[src/hw/rtl/apf_pkg.sv]
// Shared constants, types and the operation table of the area plane fit block.
package apf_pkg;

   localparam int MAX_DIM     = 1024;
   localparam int SAMPLE_W    = 24;
   localparam int COL_W       = $clog2(MAX_DIM);
   localparam int DIM_W       = COL_W + 1;
   localparam int SUM_W       = SAMPLE_W + 2 * COL_W + 1;
   localparam int SUMX_W      = SAMPLE_W + 3 * COL_W + 1;
   localparam int NUM_W       = SAMPLE_W + 4 * COL_W + 16;
   localparam int DEN_W       = 4 * COL_W + 2;
   localparam int OFS_W       = 34;
   localparam int SLP_W       = 42;
   localparam int OFFSET_FRAC = 8;
   localparam int SLOPE_FRAC  = 16;
   localparam int MUL_CNT_W   = $clog2(DIM_W);
   localparam int DIV_CNT_W   = $clog2(NUM_W);
   localparam int MUL_OPS     = 12;
   localparam int MUL_OP_W    = $clog2(MUL_OPS);
   localparam int CSR_ADDR_W  = 3;
   localparam int CSR_DATA_W  = 32;

   localparam logic REG_AREA_WIDTH  = 1'b0;
   localparam logic REG_AREA_HEIGHT = 1'b1;

   typedef enum logic [2:0] {
      ST_IDLE,
      ST_MUL_GO,
      ST_MUL_RUN,
      ST_DIV_GO,
      ST_DIV_RUN
   } state_type;

   typedef enum logic [2:0] {
      XS_SUM,
      XS_U,
      XS_KY,
      XS_WIDTH,
      XS_N,
      XS_T
   } xsrc_type;

   typedef enum logic [2:0] {
      MS_W_DEC,
      MS_H_DEC,
      MS_W_INC,
      MS_H_INC,
      MS_H
   } msrc_type;

   typedef enum logic [3:0] {
      DS_KX,
      DS_KY,
      DS_U,
      DS_P,
      DS_NUMA,
      DS_N,
      DS_T,
      DS_DX,
      DS_DY,
      DS_DA
   } dst_type;

   typedef enum logic [1:0] {
      DV_OFFSET,
      DV_SLOPE_X,
      DV_SLOPE_Y
   } div_op_type;

   typedef struct packed {
      xsrc_type xsrc;
      msrc_type msrc;
      dst_type  dst;
   } mul_op_type;

   // The numerator terms come first, then the three denominators.
   function automatic mul_op_type apf_mul_op(input logic [MUL_OP_W-1:0] idx);
      mul_op_type op;
      unique case (idx)
         4'd0:    op = '{XS_SUM,   MS_W_DEC, DS_KX};
         4'd1:    op = '{XS_SUM,   MS_H_DEC, DS_KY};
         4'd2:    op = '{XS_SUM,   MS_W_INC, DS_U};
         4'd3:    op = '{XS_U,     MS_H_INC, DS_P};
         4'd4:    op = '{XS_KY,    MS_W_INC, DS_NUMA};
         4'd5:    op = '{XS_WIDTH, MS_H,     DS_N};
         4'd6:    op = '{XS_N,     MS_W_DEC, DS_T};
         4'd7:    op = '{XS_T,     MS_W_INC, DS_DX};
         4'd8:    op = '{XS_N,     MS_H_DEC, DS_T};
         4'd9:    op = '{XS_T,     MS_H_INC, DS_DY};
         4'd10:   op = '{XS_N,     MS_W_INC, DS_T};
         4'd11:   op = '{XS_T,     MS_H_INC, DS_DA};
         default: op = '{XS_SUM,   MS_W_DEC, DS_KX};
      endcase
      return op;
   endfunction

endpackage

[src/hw/rtl/area_plane_fit_top.sv]
// Top level of the area plane fit block: accumulation, sequencing, registers.
//
// Samples of a width by height area are taken one per clock in row-major order
// while busy is low, and the running sums are updated in the same cycle. The
// transaction that carries the last sample of an area starts the fit: busy
// then stays high until the fit is done, which is paced by the shared bit-serial
// multiplier (one factor bit per cycle, twelve products) and the shared
// restoring divider (one quotient bit per cycle, three quotients).
// The result appears for exactly one cycle with rsp_strobe high, on the first
// cycle after busy falls; there is no backpressure on the result side, so the
// receiver must take it then. A new area may start in that same cycle.
// Writing either size register abandons the area in progress.
module area_plane_fit_top (
   input  logic                                  clock,
   input  logic                                  reset,
   input  logic                                  start,
   output logic                                  busy,
   input  logic signed [apf_pkg::SAMPLE_W-1:0]   req_sample,
   output logic                                  rsp_strobe,
   output logic signed [apf_pkg::OFS_W-1:0]      rsp_offset_a,
   output logic signed [apf_pkg::SLP_W-1:0]      rsp_slope_x,
   output logic signed [apf_pkg::SLP_W-1:0]      rsp_slope_y,
   input  logic                                  psel,
   input  logic                                  penable,
   input  logic                                  pwrite,
   input  logic        [apf_pkg::CSR_ADDR_W-1:0] paddr,
   input  logic        [apf_pkg::CSR_DATA_W-1:0] pwdata,
   output logic        [apf_pkg::CSR_DATA_W-1:0] prdata,
   output logic                                  pready
);
   import apf_pkg::*;

   state_type state_ff, state_in;

   logic [DIM_W-1:0]  width_ff, height_ff;
   logic [DIM_W-1:0]  w_eff, h_eff;
   logic              cfg_write;

   logic [COL_W-1:0]         col_ff, row_ff;
   logic                     col_last, row_last, area_last, accept;
   logic signed [SUM_W-1:0]  sum_ff, sum_in;
   logic signed [SUMX_W-1:0] sumx_ff, sumx_in, sumy_ff, sumy_in;
   logic signed [SAMPLE_W+COL_W:0] v_col, v_row;

   logic signed [NUM_W-1:0] sum_x, sumx_x, sumy_x;
   logic signed [NUM_W-1:0] kx_ff, ky_ff, u_ff, p_ff, numa_ff;
   logic [DEN_W-1:0]        n_ff, t_ff, dx_ff, dy_ff, da_ff;

   logic [MUL_OP_W-1:0]     op_ff;
   mul_op_type              mop;
   logic signed [NUM_W-1:0] mul_x, mul_prod;
   logic [DIM_W-1:0]        mul_m;
   logic                    mul_go, mul_done, mul_wb;

   div_op_type              div_ff;
   logic signed [NUM_W-1:0] div_num;
   logic [DEN_W-1:0]        div_den;
   logic [NUM_W-1:0]        div_quot;
   logic                    div_go, div_done, div_neg, div_wb, finish;

   logic                    strobe_ff;
   logic signed [OFS_W-1:0] offs_ff;
   logic signed [SLP_W-1:0] slx_ff, sly_ff;

   function automatic logic [OFS_W-1:0] sat_offset(input logic [NUM_W-1:0] q,
                                                   input logic neg);
      logic big;
      logic at_lim;
      big    = |q[NUM_W-1:OFS_W-1];
      at_lim = (q == (NUM_W'(1) << (OFS_W - 1)));
      if (neg) begin
         if (big && !at_lim) begin
            return {1'b1, {(OFS_W-1){1'b0}}};
         end
         return ~q[OFS_W-1:0] + 1'b1;
      end else if (big) begin
         return {1'b0, {(OFS_W-1){1'b1}}};
      end
      return q[OFS_W-1:0];
   endfunction

   function automatic logic [SLP_W-1:0] sat_slope(input logic [NUM_W-1:0] q,
                                                  input logic neg);
      logic big;
      logic at_lim;
      big    = |q[NUM_W-1:SLP_W-1];
      at_lim = (q == (NUM_W'(1) << (SLP_W - 1)));
      if (neg) begin
         if (big && !at_lim) begin
            return {1'b1, {(SLP_W-1){1'b0}}};
         end
         return ~q[SLP_W-1:0] + 1'b1;
      end else if (big) begin
         return {1'b0, {(SLP_W-1){1'b1}}};
      end
      return q[SLP_W-1:0];
   endfunction

   // Configuration registers.
   assign cfg_write = psel && penable && pwrite;
   assign pready    = 1'b1;

   always_ff @(posedge clock) begin
      if (reset) begin
         width_ff  <= DIM_W'(1);
         height_ff <= DIM_W'(1);
      end else if (cfg_write) begin
         unique case (paddr[CSR_ADDR_W-1])
            REG_AREA_WIDTH:  width_ff  <= pwdata[DIM_W-1:0];
            REG_AREA_HEIGHT: height_ff <= pwdata[DIM_W-1:0];
         endcase
      end
   end

   always_comb begin
      unique case (paddr[CSR_ADDR_W-1])
         REG_AREA_WIDTH:  prdata = CSR_DATA_W'(width_ff);
         REG_AREA_HEIGHT: prdata = CSR_DATA_W'(height_ff);
      endcase
   end

   // A size of zero acts as one, and anything above the maximum as the maximum.
   assign w_eff = (width_ff == '0) ? DIM_W'(1) :
                  (width_ff > DIM_W'(MAX_DIM)) ? DIM_W'(MAX_DIM) : width_ff;
   assign h_eff = (height_ff == '0) ? DIM_W'(1) :
                  (height_ff > DIM_W'(MAX_DIM)) ? DIM_W'(MAX_DIM) : height_ff;

   // Accumulation of one sample per transaction.
   assign accept    = start && !busy;
   assign col_last  = (DIM_W'(col_ff) + DIM_W'(1)) >= w_eff;
   assign row_last  = (DIM_W'(row_ff) + DIM_W'(1)) >= h_eff;
   assign area_last = col_last && row_last;

   assign v_col   = req_sample * $signed({1'b0, col_ff});
   assign v_row   = req_sample * $signed({1'b0, row_ff});
   assign sum_in  = sum_ff + {{(SUM_W-SAMPLE_W){req_sample[SAMPLE_W-1]}}, req_sample};
   assign sumx_in = sumx_ff + {{(SUMX_W-SAMPLE_W-COL_W-1){v_col[SAMPLE_W+COL_W]}}, v_col};
   assign sumy_in = sumy_ff + {{(SUMX_W-SAMPLE_W-COL_W-1){v_row[SAMPLE_W+COL_W]}}, v_row};

   always_ff @(posedge clock) begin
      if (reset || cfg_write || finish) begin
         col_ff  <= '0;
         row_ff  <= '0;
         sum_ff  <= '0;
         sumx_ff <= '0;
         sumy_ff <= '0;
      end else if (accept) begin
         sum_ff  <= sum_in;
         sumx_ff <= sumx_in;
         sumy_ff <= sumy_in;
         if (col_last) begin
            col_ff <= '0;
            if (!row_last) begin
               row_ff <= row_ff + 1'b1;
            end
         end else begin
            col_ff <= col_ff + 1'b1;
         end
      end
   end

   // Sequencer.
   always_ff @(posedge clock) begin
      if (reset) begin
         state_ff <= ST_IDLE;
      end else begin
         state_ff <= state_in;
      end
   end

   always_comb begin
      state_in = state_ff;
      busy     = 1'b1;
      mul_go   = 1'b0;
      mul_wb   = 1'b0;
      div_go   = 1'b0;
      div_wb   = 1'b0;
      finish   = 1'b0;
      unique case (state_ff)
         ST_IDLE: begin
            busy = 1'b0;
            if (start && area_last) begin
               state_in = ST_MUL_GO;
            end
         end
         ST_MUL_GO: begin
            mul_go   = 1'b1;
            state_in = ST_MUL_RUN;
         end
         ST_MUL_RUN: begin
            if (mul_done) begin
               mul_wb   = 1'b1;
               state_in = (op_ff == MUL_OP_W'(MUL_OPS - 1)) ? ST_DIV_GO : ST_MUL_GO;
            end
         end
         ST_DIV_GO: begin
            div_go   = 1'b1;
            state_in = ST_DIV_RUN;
         end
         ST_DIV_RUN: begin
            if (div_done) begin
               div_wb = 1'b1;
               if (div_ff == DV_SLOPE_Y) begin
                  finish   = 1'b1;
                  state_in = ST_IDLE;
               end else begin
                  state_in = ST_DIV_GO;
               end
            end
         end
         default: state_in = ST_IDLE;
      endcase
   end

   always_ff @(posedge clock) begin
      if (reset) begin
         op_ff     <= '0;
         div_ff    <= DV_OFFSET;
         strobe_ff <= 1'b0;
      end else begin
         strobe_ff <= finish;
         if (accept && area_last) begin
            op_ff <= '0;
         end else if (mul_wb) begin
            op_ff <= op_ff + 1'b1;
         end
         if (mul_wb) begin
            div_ff <= DV_OFFSET;
         end else if (div_wb) begin
            unique case (div_ff)
               DV_OFFSET:  div_ff <= DV_SLOPE_X;
               DV_SLOPE_X: div_ff <= DV_SLOPE_Y;
               DV_SLOPE_Y: div_ff <= DV_OFFSET;
               default:    div_ff <= DV_OFFSET;
            endcase
         end
      end
   end

   // Operand selection for the shared multiplier.
   assign sum_x  = {{(NUM_W-SUM_W){sum_ff[SUM_W-1]}}, sum_ff};
   assign sumx_x = {{(NUM_W-SUMX_W){sumx_ff[SUMX_W-1]}}, sumx_ff};
   assign sumy_x = {{(NUM_W-SUMX_W){sumy_ff[SUMX_W-1]}}, sumy_ff};
   assign mop    = apf_mul_op(op_ff);

   always_comb begin
      case (mop.xsrc)
         XS_SUM:   mul_x = sum_x;
         XS_U:     mul_x = u_ff;
         XS_KY:    mul_x = ky_ff;
         XS_WIDTH: mul_x = {{(NUM_W-DIM_W){1'b0}}, w_eff};
         XS_N:     mul_x = {{(NUM_W-DEN_W){1'b0}}, n_ff};
         XS_T:     mul_x = {{(NUM_W-DEN_W){1'b0}}, t_ff};
         default:  mul_x = sum_x;
      endcase
      case (mop.msrc)
         MS_W_DEC: mul_m = w_eff - DIM_W'(1);
         MS_H_DEC: mul_m = h_eff - DIM_W'(1);
         MS_W_INC: mul_m = w_eff + DIM_W'(1);
         MS_H_INC: mul_m = h_eff + DIM_W'(1);
         MS_H:     mul_m = h_eff;
         default:  mul_m = h_eff;
      endcase
   end

   apf_mul u_mul (
      .clock (clock),
      .reset (reset),
      .go    (mul_go),
      .x     (mul_x),
      .m     (mul_m),
      .done  (mul_done),
      .prod  (mul_prod)
   );

   // kx = 2*Sx - S*(W-1), ky likewise; u = S*(W+1) - 3*kx;
   // the offset numerator is 256*(u*(H+1) - 3*ky*(W+1)).
   always_ff @(posedge clock) begin
      if (mul_wb) begin
         case (mop.dst)
            DS_KX:   kx_ff   <= (sumx_x <<< 1) - mul_prod;
            DS_KY:   ky_ff   <= (sumy_x <<< 1) - mul_prod;
            DS_U:    u_ff    <= mul_prod - kx_ff - (kx_ff <<< 1);
            DS_P:    p_ff    <= mul_prod;
            DS_NUMA: numa_ff <= (p_ff - mul_prod - (mul_prod <<< 1)) <<< OFFSET_FRAC;
            DS_N:    n_ff    <= mul_prod[DEN_W-1:0];
            DS_T:    t_ff    <= mul_prod[DEN_W-1:0];
            DS_DX:   dx_ff   <= mul_prod[DEN_W-1:0];
            DS_DY:   dy_ff   <= mul_prod[DEN_W-1:0];
            DS_DA:   da_ff   <= mul_prod[DEN_W-1:0];
            default: begin
            end
         endcase
      end
   end

   // Slope numerators are 6 * 2^16 * k, built from two shifts.
   always_comb begin
      case (div_ff)
         DV_OFFSET: begin
            div_num = numa_ff;
            div_den = da_ff;
         end
         DV_SLOPE_X: begin
            div_num = (kx_ff <<< (SLOPE_FRAC + 2)) + (kx_ff <<< (SLOPE_FRAC + 1));
            div_den = dx_ff;
         end
         DV_SLOPE_Y: begin
            div_num = (ky_ff <<< (SLOPE_FRAC + 2)) + (ky_ff <<< (SLOPE_FRAC + 1));
            div_den = dy_ff;
         end
         default: begin
            div_num = numa_ff;
            div_den = da_ff;
         end
      endcase
   end

   apf_div u_div (
      .clock (clock),
      .reset (reset),
      .go    (div_go),
      .num   (div_num),
      .den   (div_den),
      .done  (div_done),
      .neg   (div_neg),
      .quot  (div_quot)
   );

   // A single column or a single row has no slope along that axis.
   always_ff @(posedge clock) begin
      if (div_wb) begin
         case (div_ff)
            DV_OFFSET:  offs_ff <= sat_offset(div_quot, div_neg);
            DV_SLOPE_X: slx_ff  <= (w_eff == DIM_W'(1)) ? '0 : sat_slope(div_quot, div_neg);
            DV_SLOPE_Y: sly_ff  <= (h_eff == DIM_W'(1)) ? '0 : sat_slope(div_quot, div_neg);
            default: begin
            end
         endcase
      end
   end

   assign rsp_strobe   = strobe_ff;
   assign rsp_offset_a = offs_ff;
   assign rsp_slope_x  = slx_ff;
   assign rsp_slope_y  = sly_ff;

endmodule

[src/hw/rtl/apf_mul.sv]
// Bit-serial multiplier: signed wide operand times a small unsigned factor.
module apf_mul (
   input  logic                              clock,
   input  logic                              reset,
   input  logic                              go,
   input  logic signed [apf_pkg::NUM_W-1:0]  x,
   input  logic        [apf_pkg::DIM_W-1:0]  m,
   output logic                              done,
   output logic signed [apf_pkg::NUM_W-1:0]  prod
);
   import apf_pkg::*;

   logic signed [NUM_W-1:0]  x_ff;
   logic signed [NUM_W-1:0]  acc_ff;
   logic signed [NUM_W-1:0]  acc_in;
   logic        [DIM_W-1:0]  m_ff;
   logic    [MUL_CNT_W-1:0]  count_ff;
   logic                     running_ff;
   logic                     done_ff;

   // Factor bits are taken most significant first: double, then add.
   assign acc_in = (acc_ff <<< 1) + (m_ff[DIM_W-1] ? x_ff : NUM_W'(0));

   always_ff @(posedge clock) begin
      if (reset) begin
         running_ff <= 1'b0;
         done_ff    <= 1'b0;
         count_ff   <= '0;
      end else begin
         done_ff <= running_ff && (count_ff == '0);
         if (go) begin
            running_ff <= 1'b1;
            count_ff   <= MUL_CNT_W'(DIM_W - 1);
         end else if (running_ff) begin
            count_ff <= count_ff - 1'b1;
            if (count_ff == '0) begin
               running_ff <= 1'b0;
            end
         end
      end
   end

   always_ff @(posedge clock) begin
      if (go) begin
         x_ff   <= x;
         m_ff   <= m;
         acc_ff <= '0;
      end else if (running_ff) begin
         acc_ff <= acc_in;
         m_ff   <= m_ff << 1;
      end
   end

   assign done = done_ff;
   assign prod = acc_ff;

endmodule

[src/hw/rtl/apf_div.sv]
// Restoring divider: one quotient bit per cycle, magnitude quotient plus sign.
module apf_div (
   input  logic                              clock,
   input  logic                              reset,
   input  logic                              go,
   input  logic signed [apf_pkg::NUM_W-1:0]  num,
   input  logic        [apf_pkg::DEN_W-1:0]  den,
   output logic                              done,
   output logic                              neg,
   output logic        [apf_pkg::NUM_W-1:0]  quot
);
   import apf_pkg::*;

   logic [NUM_W-1:0]      num_mag;
   logic [NUM_W-1:0]      quot_ff;
   logic [DEN_W-1:0]      den_ff;
   logic [DEN_W-1:0]      rem_ff;
   logic [DEN_W-1:0]      rem_in;
   logic [DEN_W:0]        rem_sh;
   logic                  fits;
   logic [DIV_CNT_W-1:0]  count_ff;
   logic                  running_ff;
   logic                  done_ff;
   logic                  neg_ff;

   assign num_mag = num[NUM_W-1] ? ~num + 1'b1 : num;

   // The dividend shifts out of the top of the quotient register while
   // quotient bits shift in at the bottom.
   assign rem_sh = {rem_ff, quot_ff[NUM_W-1]};
   assign fits   = rem_sh >= {1'b0, den_ff};
   assign rem_in = fits ? DEN_W'(rem_sh - {1'b0, den_ff}) : rem_sh[DEN_W-1:0];

   always_ff @(posedge clock) begin
      if (reset) begin
         running_ff <= 1'b0;
         done_ff    <= 1'b0;
         count_ff   <= '0;
      end else begin
         done_ff <= running_ff && (count_ff == '0);
         if (go) begin
            running_ff <= 1'b1;
            count_ff   <= DIV_CNT_W'(NUM_W - 1);
         end else if (running_ff) begin
            count_ff <= count_ff - 1'b1;
            if (count_ff == '0) begin
               running_ff <= 1'b0;
            end
         end
      end
   end

   always_ff @(posedge clock) begin
      if (go) begin
         quot_ff <= num_mag;
         den_ff  <= den;
         rem_ff  <= '0;
         neg_ff  <= num[NUM_W-1];
      end else if (running_ff) begin
         quot_ff <= {quot_ff[NUM_W-2:0], fits};
         rem_ff  <= rem_in;
      end
   end

   assign done = done_ff;
   assign neg  = neg_ff;
   assign quot = quot_ff;

endmodule

[config.mk]
export PLATFORM = sky130hd
export DESIGN_NAME = area_plane_fit_top
export DESIGN_NICKNAME = d
export VERILOG_FILES = /design/src/hw/rtl/apf_pkg.sv /design/src/hw/rtl/area_plane_fit_top.sv /design/src/hw/rtl/apf_mul.sv /design/src/hw/rtl/apf_div.sv
export SDC_FILE = /design/constraint.sdc
export NUM_CORES = 2
export LEC_CHECK = 0
export BUFFER_PORTS_ARGS = -buffer_cell sky130_fd_sc_hd__buf_2
export CORE_ASPECT_RATIO = 1.1
export CORE_MARGIN = 2
export CORE_UTILIZATION = 45
export DETAILED_ROUTE_END_ITERATION = 8
export GPL_TIMING_DRIVEN = 0
export SETUP_SLACK_MARGIN = 0.05
export SYNTH_ARGS = -nofsm -noshare
export SYNTH_HDL_FRONTEND = slang
export SYNTH_HIERARCHICAL = 1
export SYNTH_SLANG_ARGS = --single-unit
[constraint.sdc]
create_clock -name clock -period 9.3 [get_ports clock]
set_clock_uncertainty 0.05 [all_clocks]
set_input_delay 0.93 -clock clock [delete_from_list [all_inputs] [get_ports clock]]
set_output_delay 0.93 -clock clock [all_outputs]
set_load 0.005 [all_outputs]
# == Word level (Yosys, flattened, before mapping) ==
# Memory sizes are Yosys's and may differ from the RTL's. A register that Yosys moved wholly into a read port is not among the register bits.
# Cells that the tools add are included.
# Widths: inputs -> output; s select.
# word_totals
reg_bits,1270
romBits,160
input_bits,65
out_inout_bits,153
elab_cells,236
memories,1
# mem_list
memory,words,width,rd,rd_clocked_by_memory_dff,wr,line_no,rtl
(name not given),16,10,1,1,0,apf_pkg.sv:79,unique case (idx)
# op_classes
n_addsub,27
n_mul,2
magnitude_cmp,5
n_eq_ne,31
n_mux,79
bitwise,5
reduce_logical,47
# op_table
operator,count
$pmux 80 s5,1
$mux 42,9
$mux 80,4
$add 80x80->80,3
$mux 34,5
$pmux 80 s2,1
$sub 56x80->80,2
$sub 80x80->80,2
$sub 72x72->72,2
$add 55x55->55,2
$pmux 42 s2,1
$add 80x1->80 const B,1
$eq 80x34->1 const B,1
$eq 80x42->1 const B,1
$not 80->80,1
$mul 24x11->35,2
$mux 11,6
$pmux 32 s2,1
$reduce_or 47->1,1
$add 45x45->45,1
$pmux 11 s4,1
$ge 43x42->1,1
$add 42x1->42 const B,1
$not 42->42,1
other kinds (45),145

# == Longest topological paths before layout ==
# logic_depth
word_depth,10
depth_mapped,38
depth_no_buf,35

# == Hierarchy ==
# The synthesis kept the hierarchy.
# modules_own_cells
mod,instances,cells_each,area_each_um2,seq_area_each_um2
area_plane_fit_top,1,10340,92438.7,25724.7
apf_div,1,1195,11095.6,4714.5
apf_mul,1,1198,11003.1,4454.3

# == Worst setup path after synthesis ==
# No wires, ideal clock.
# synth_timing
kind,input to register
startpoint,input req_sample[3] (netlist bit)
endpoint,register sumx_ff[51]
setup_time_ns,0.133
arrival_time_ns,9.460
t_required_ns,9.117
path_slack_ns,-0.343
stages,34
path_buffers,2
path_cell_list,clkbuf_1 > and2_1 > fa_1 > inv_1 > fa_1 > inv_1 > fa_1 > fa_1 > inv_1 > fa_1 > inv_1 > ha_1 > a21oi_1 > a21oi_1 > a221oi_1 > a211oi_1 > o311ai_1 > a2111oi_0 > o21ai_0 > a21oi_1 > xnor2_1 > ha_1 > clkbuf_1 > nand4_1 > nor3_1 > and3_1 > a32o_1 > o21ai_0 > a21boi_0 > a211o_1 > a41o_1 > a21oi_1 > mux2i_1 > a31oi_1
# synth_via
elab_chain_len,2
# synth_lines
element,line_no,rtl
start: declaration,area_plane_fit_top.sv:18,"input logic signed [apf_pkg::SAMPLE_W-1:0] req_sample,"
$mul 24x11->35,area_plane_fit_top.sv:134,"assign v_col = req_sample * $signed({1'b0, col_ff});"
$add 55x55->55,area_plane_fit_top.sv:137,"assign sumx_in = sumx_ff + {{(SUMX_W-SAMPLE_W-COL_W-1){v_col[SAMPLE_W+COL_W]}}, v_col};"
end signal: assignment,area_plane_fit_top.sv:149,sumx_ff <= sumx_in;
end: declaration,area_plane_fit_top.sv:42,"logic signed [SUMX_W-1:0] sumx_ff, sumx_in, sumy_ff, sumy_in;"
# No other way between the ends.
# A chain may end at the register's enable or synchronous reset.

# == Worst setup path in the final report ==
# layout_timing
startpoint,register col_ff[5]
endpoint,register sumx_ff[51]
# layout_via
elab_chain_len,2
# layout_lines
element,line_no,rtl
start: declaration,area_plane_fit_top.sv:39,"logic [COL_W-1:0] col_ff, row_ff;"
start signal: assignment,area_plane_fit_top.sv:157,col_ff <= col_ff + 1'b1;
$mul 24x11->35,area_plane_fit_top.sv:134,
$add 55x55->55,area_plane_fit_top.sv:137,
# No other way between the ends.

==> results.md <==
- Core Rows: 191
- Sequential Power Share: 0.284
- Critical-path top delay cell: fa_1
- First-pass GRT wire length: 598000 µm
- GRT overflow: 0
- Crit path kind: reg2reg
- PD cells: 230 nW/µm²
- Clock root cell: clkbuf_16
- Slack of the critical path: 0.255 ns
- Worst R2R End: sumx_ff[51]
- WL/cell: 25.4 µm
- Worst slack at placement: -3.04 ns
- Slew margin rel.: 0.0833
- Worst-Skew Late Latency: 0.86 ns
- Share of layout cells above drive strength 1: 0.0646
- Comb pwr share: 0.505
- Worst reg2reg setup slack: 0.26 ns
- Largest net degree at the start of global routing: 73
- Gpl congestion: 0.994
- Hold Crit Endpoint: height_ff[0]
- Worst slew pin tran: 1.38 ns
- Gate Count Post-Synth: 12.3k
- Chip Height: 524 µm
- Sw power: 0.0124 W
- Initial DRC count: 8352
- Sink Count: 1240
- Power Internal: 0.0158 W
- Hold Violations, Final: 0
- Vias in the first global route: 93.6k
- Unrepaired setup endpoints after global routing: true
- Die area: 250000 µm²
- Max cap viols: 0
- P_leak: 52.2 nW
- HP Class: in2reg
- Die width: 477 µm
- Critical Path Max Stage Delay: 0.56 ns
- Reg2reg path depth: 36
- Max clock buf depth: 4
- Violated checks: DRC
- Clock slew at reported path FFs: 0.06 ns
- Syn Area/Cell: 9.00 µm²
- Initial antenna violation count: 20
- Starting Density: 0.451
- Final min period: 9.04 ns
- H-tree depth: 4
- Synth-to-Final Area Change: 10.7%
- Port Buf Inserts: 171
- Clock power share: 0.211
- Fin. max-slew vios: 0
- CP dominant cell by count: fa_1
- Period utilisation layout: 0.973
- Status: finished with violations
- Drt total wl: 411000 µm
- Fin Setup TNS: 0 ns
- Routed Antenna Nets: 0
- Synth warn: 6
- Achievable clock frequency: 111 MHz
- Placeable Area: 245000 µm²
- Via count: 95.5k
- Worst-path fanout max: 10
- CTS Buf Count: 152
- Worst EP required: 9.89 ns
- Total track usage: 0.319
- Hold Path Origin: pwdata[0]
- Sw Share: 0.440
- Worst setup SP type: flop
- Mapped cell area: 111000 µm²
- Dpl hpwl: 338000 µm
- I/O pins: 218
- DR pass1 iterations: 8
- Worst VDD drop: 0.000131 V
- Vias per std cell: 5.91
- Nets@finish: 14.3k
- Min-Delay Path Depth: 3
- Worst EP arrival: 9.64 ns
- Worst r2r src: col_ff[5]
- CP endpoint kind: flop
- Drt drc: 2
- CTS tree: done
- Final setup fails: 0
sequential cells by signal, indices dropped and copies added, names as in the netlist, 72 cells and up:
name	count
kx_ff	72
ky_ff	72
numa_ff	72
p_ff	72
u_div/quot	80
u_ff	72
u_mul/prod	72
u_mul/x_ff	72
power by group through the flow:
stage / logic, W / registers [W] / clock network (W)
final: 0.0143 / 0.00801 / 0.00594
after global routing: 0.0156 / 0.00804 / 0.00622
after detailed placement: 0.0138 / 0.00811 / 0
after floorplan: 0.0101 / 0.00756 / 0
after CTS: 0.0140 / 0.00799 / 0.00602
after global placement: 0.0137 / 0.00812 / 0
layout by cell type, fill, tap and decap left out, types with 120 or more instances in the layout:
| master | instances |
|---|---|
| a21oi_1 | 1216 |
| nand2_1 | 1109 |
| inv_1 | 951 |
| ha_1 | 939 |
| nor2_1 | 920 |
| edfxtp_1 | 894 |
| fa_1 | 567 |
| clkbuf_1 | 524 |
| o21ai_0 | 496 |
| xnor2_1 | 476 |
| a21o_1 | 446 |
| and2_1 | 366 |
| dfxtp_1 | 340 |
| xor2_1 | 317 |
| nand3_1 | 204 |
| buf_2 | 182 |
| nand4_1 | 170 |
| clkbuf_16 | 155 |
| nor3_1 | 154 |
| nor2b_1 | 145 |
| o21bai_1 | 125 |
| nand2b_1 | 120 |
layer usage:
layer / up-vias / share of wire / GRT usage
met5: - / 0.000058 / 0
met4: 4 / 0.064 / 0.173
met3: 790 / 0.068 / 0.0414
met2: 3749 / 0.47 / 0.530
met1: 46462 / 0.40 / 0.401
li1: 44513 / - / -
cell type report:
type / count / area [µm²]
Multi-Input combinational cell: 9525 / 71800
Tap cell: 3281 / 4110
Buffer: 635 / 2840
Sequential cell: 1240 / 33800
Timing Repair Buffer: 254 / 1780
Fill cell: 23090 / 123000
Inverter: 954 / 3580
Antenna cell: 10 / 25.0
Clock inverter: 71 / 697
Clock buffer: 193 / 4140
worst max-delay path by stage:
stage | slack, ns | endpoint | start | cells past startpoint
3_5_place_dp | -3.04 | sumy_ff[51] | req_sample[12] | 33
4_1_cts | 0.06 | sumx_ff[51] | req_sample[5] | 36
5_1_grt | -0.06 | sumx_ff[51] | col_ff[7] | 38
3_3_place_gp | -3.26 | u_mul/m_ff[5] | state_ff[0] | 6
6_report | 0.26 | sumx_ff[51] | col_ff[5] | 36
2_1_floorplan | 0.11 | sumy_ff[54] | req_sample[10] | 32
through the flow:
stage,cells,hold WS (ns),total power [W],utilization,instance area (µm²)
floorplan,12362,0.390,0.0177,-,111000
global placement,15814,0.416,0.0218,0.472,116000
detailed placement,15859,0.426,0.0219,0.476,117000
CTS,16139,0.252,0.0280,0.498,122000
global route,16154,0.292,0.0298,0.500,123000
finish,16163,0.298,0.0282,0.500,123000
critical path: cells and delay by family (launching register included):
family / cells / cell delay [ns]
AOI/OAI and AO/OA: 18 / 3.69
adders and majority gates: 7 / 3.23
buffers and inverters: 6 / 0.82
DFF: 1 / 0.36
and+or+nand+nor: 3 / 0.35
muxes: 1 / 0.21
xor gates and xnor gates: 1 / 0.15
repair_timing:
action / in CTS / in global routing
pin swaps: 16 / 41
buffers inserted: 19 / 19
hold buffers: 0 / 0
gates cloned: 2 / 0
gates resized for setup: 158 / 119
endpoints found under the setup margin: 61 / 29
Power figures use the tool's default switching activity.
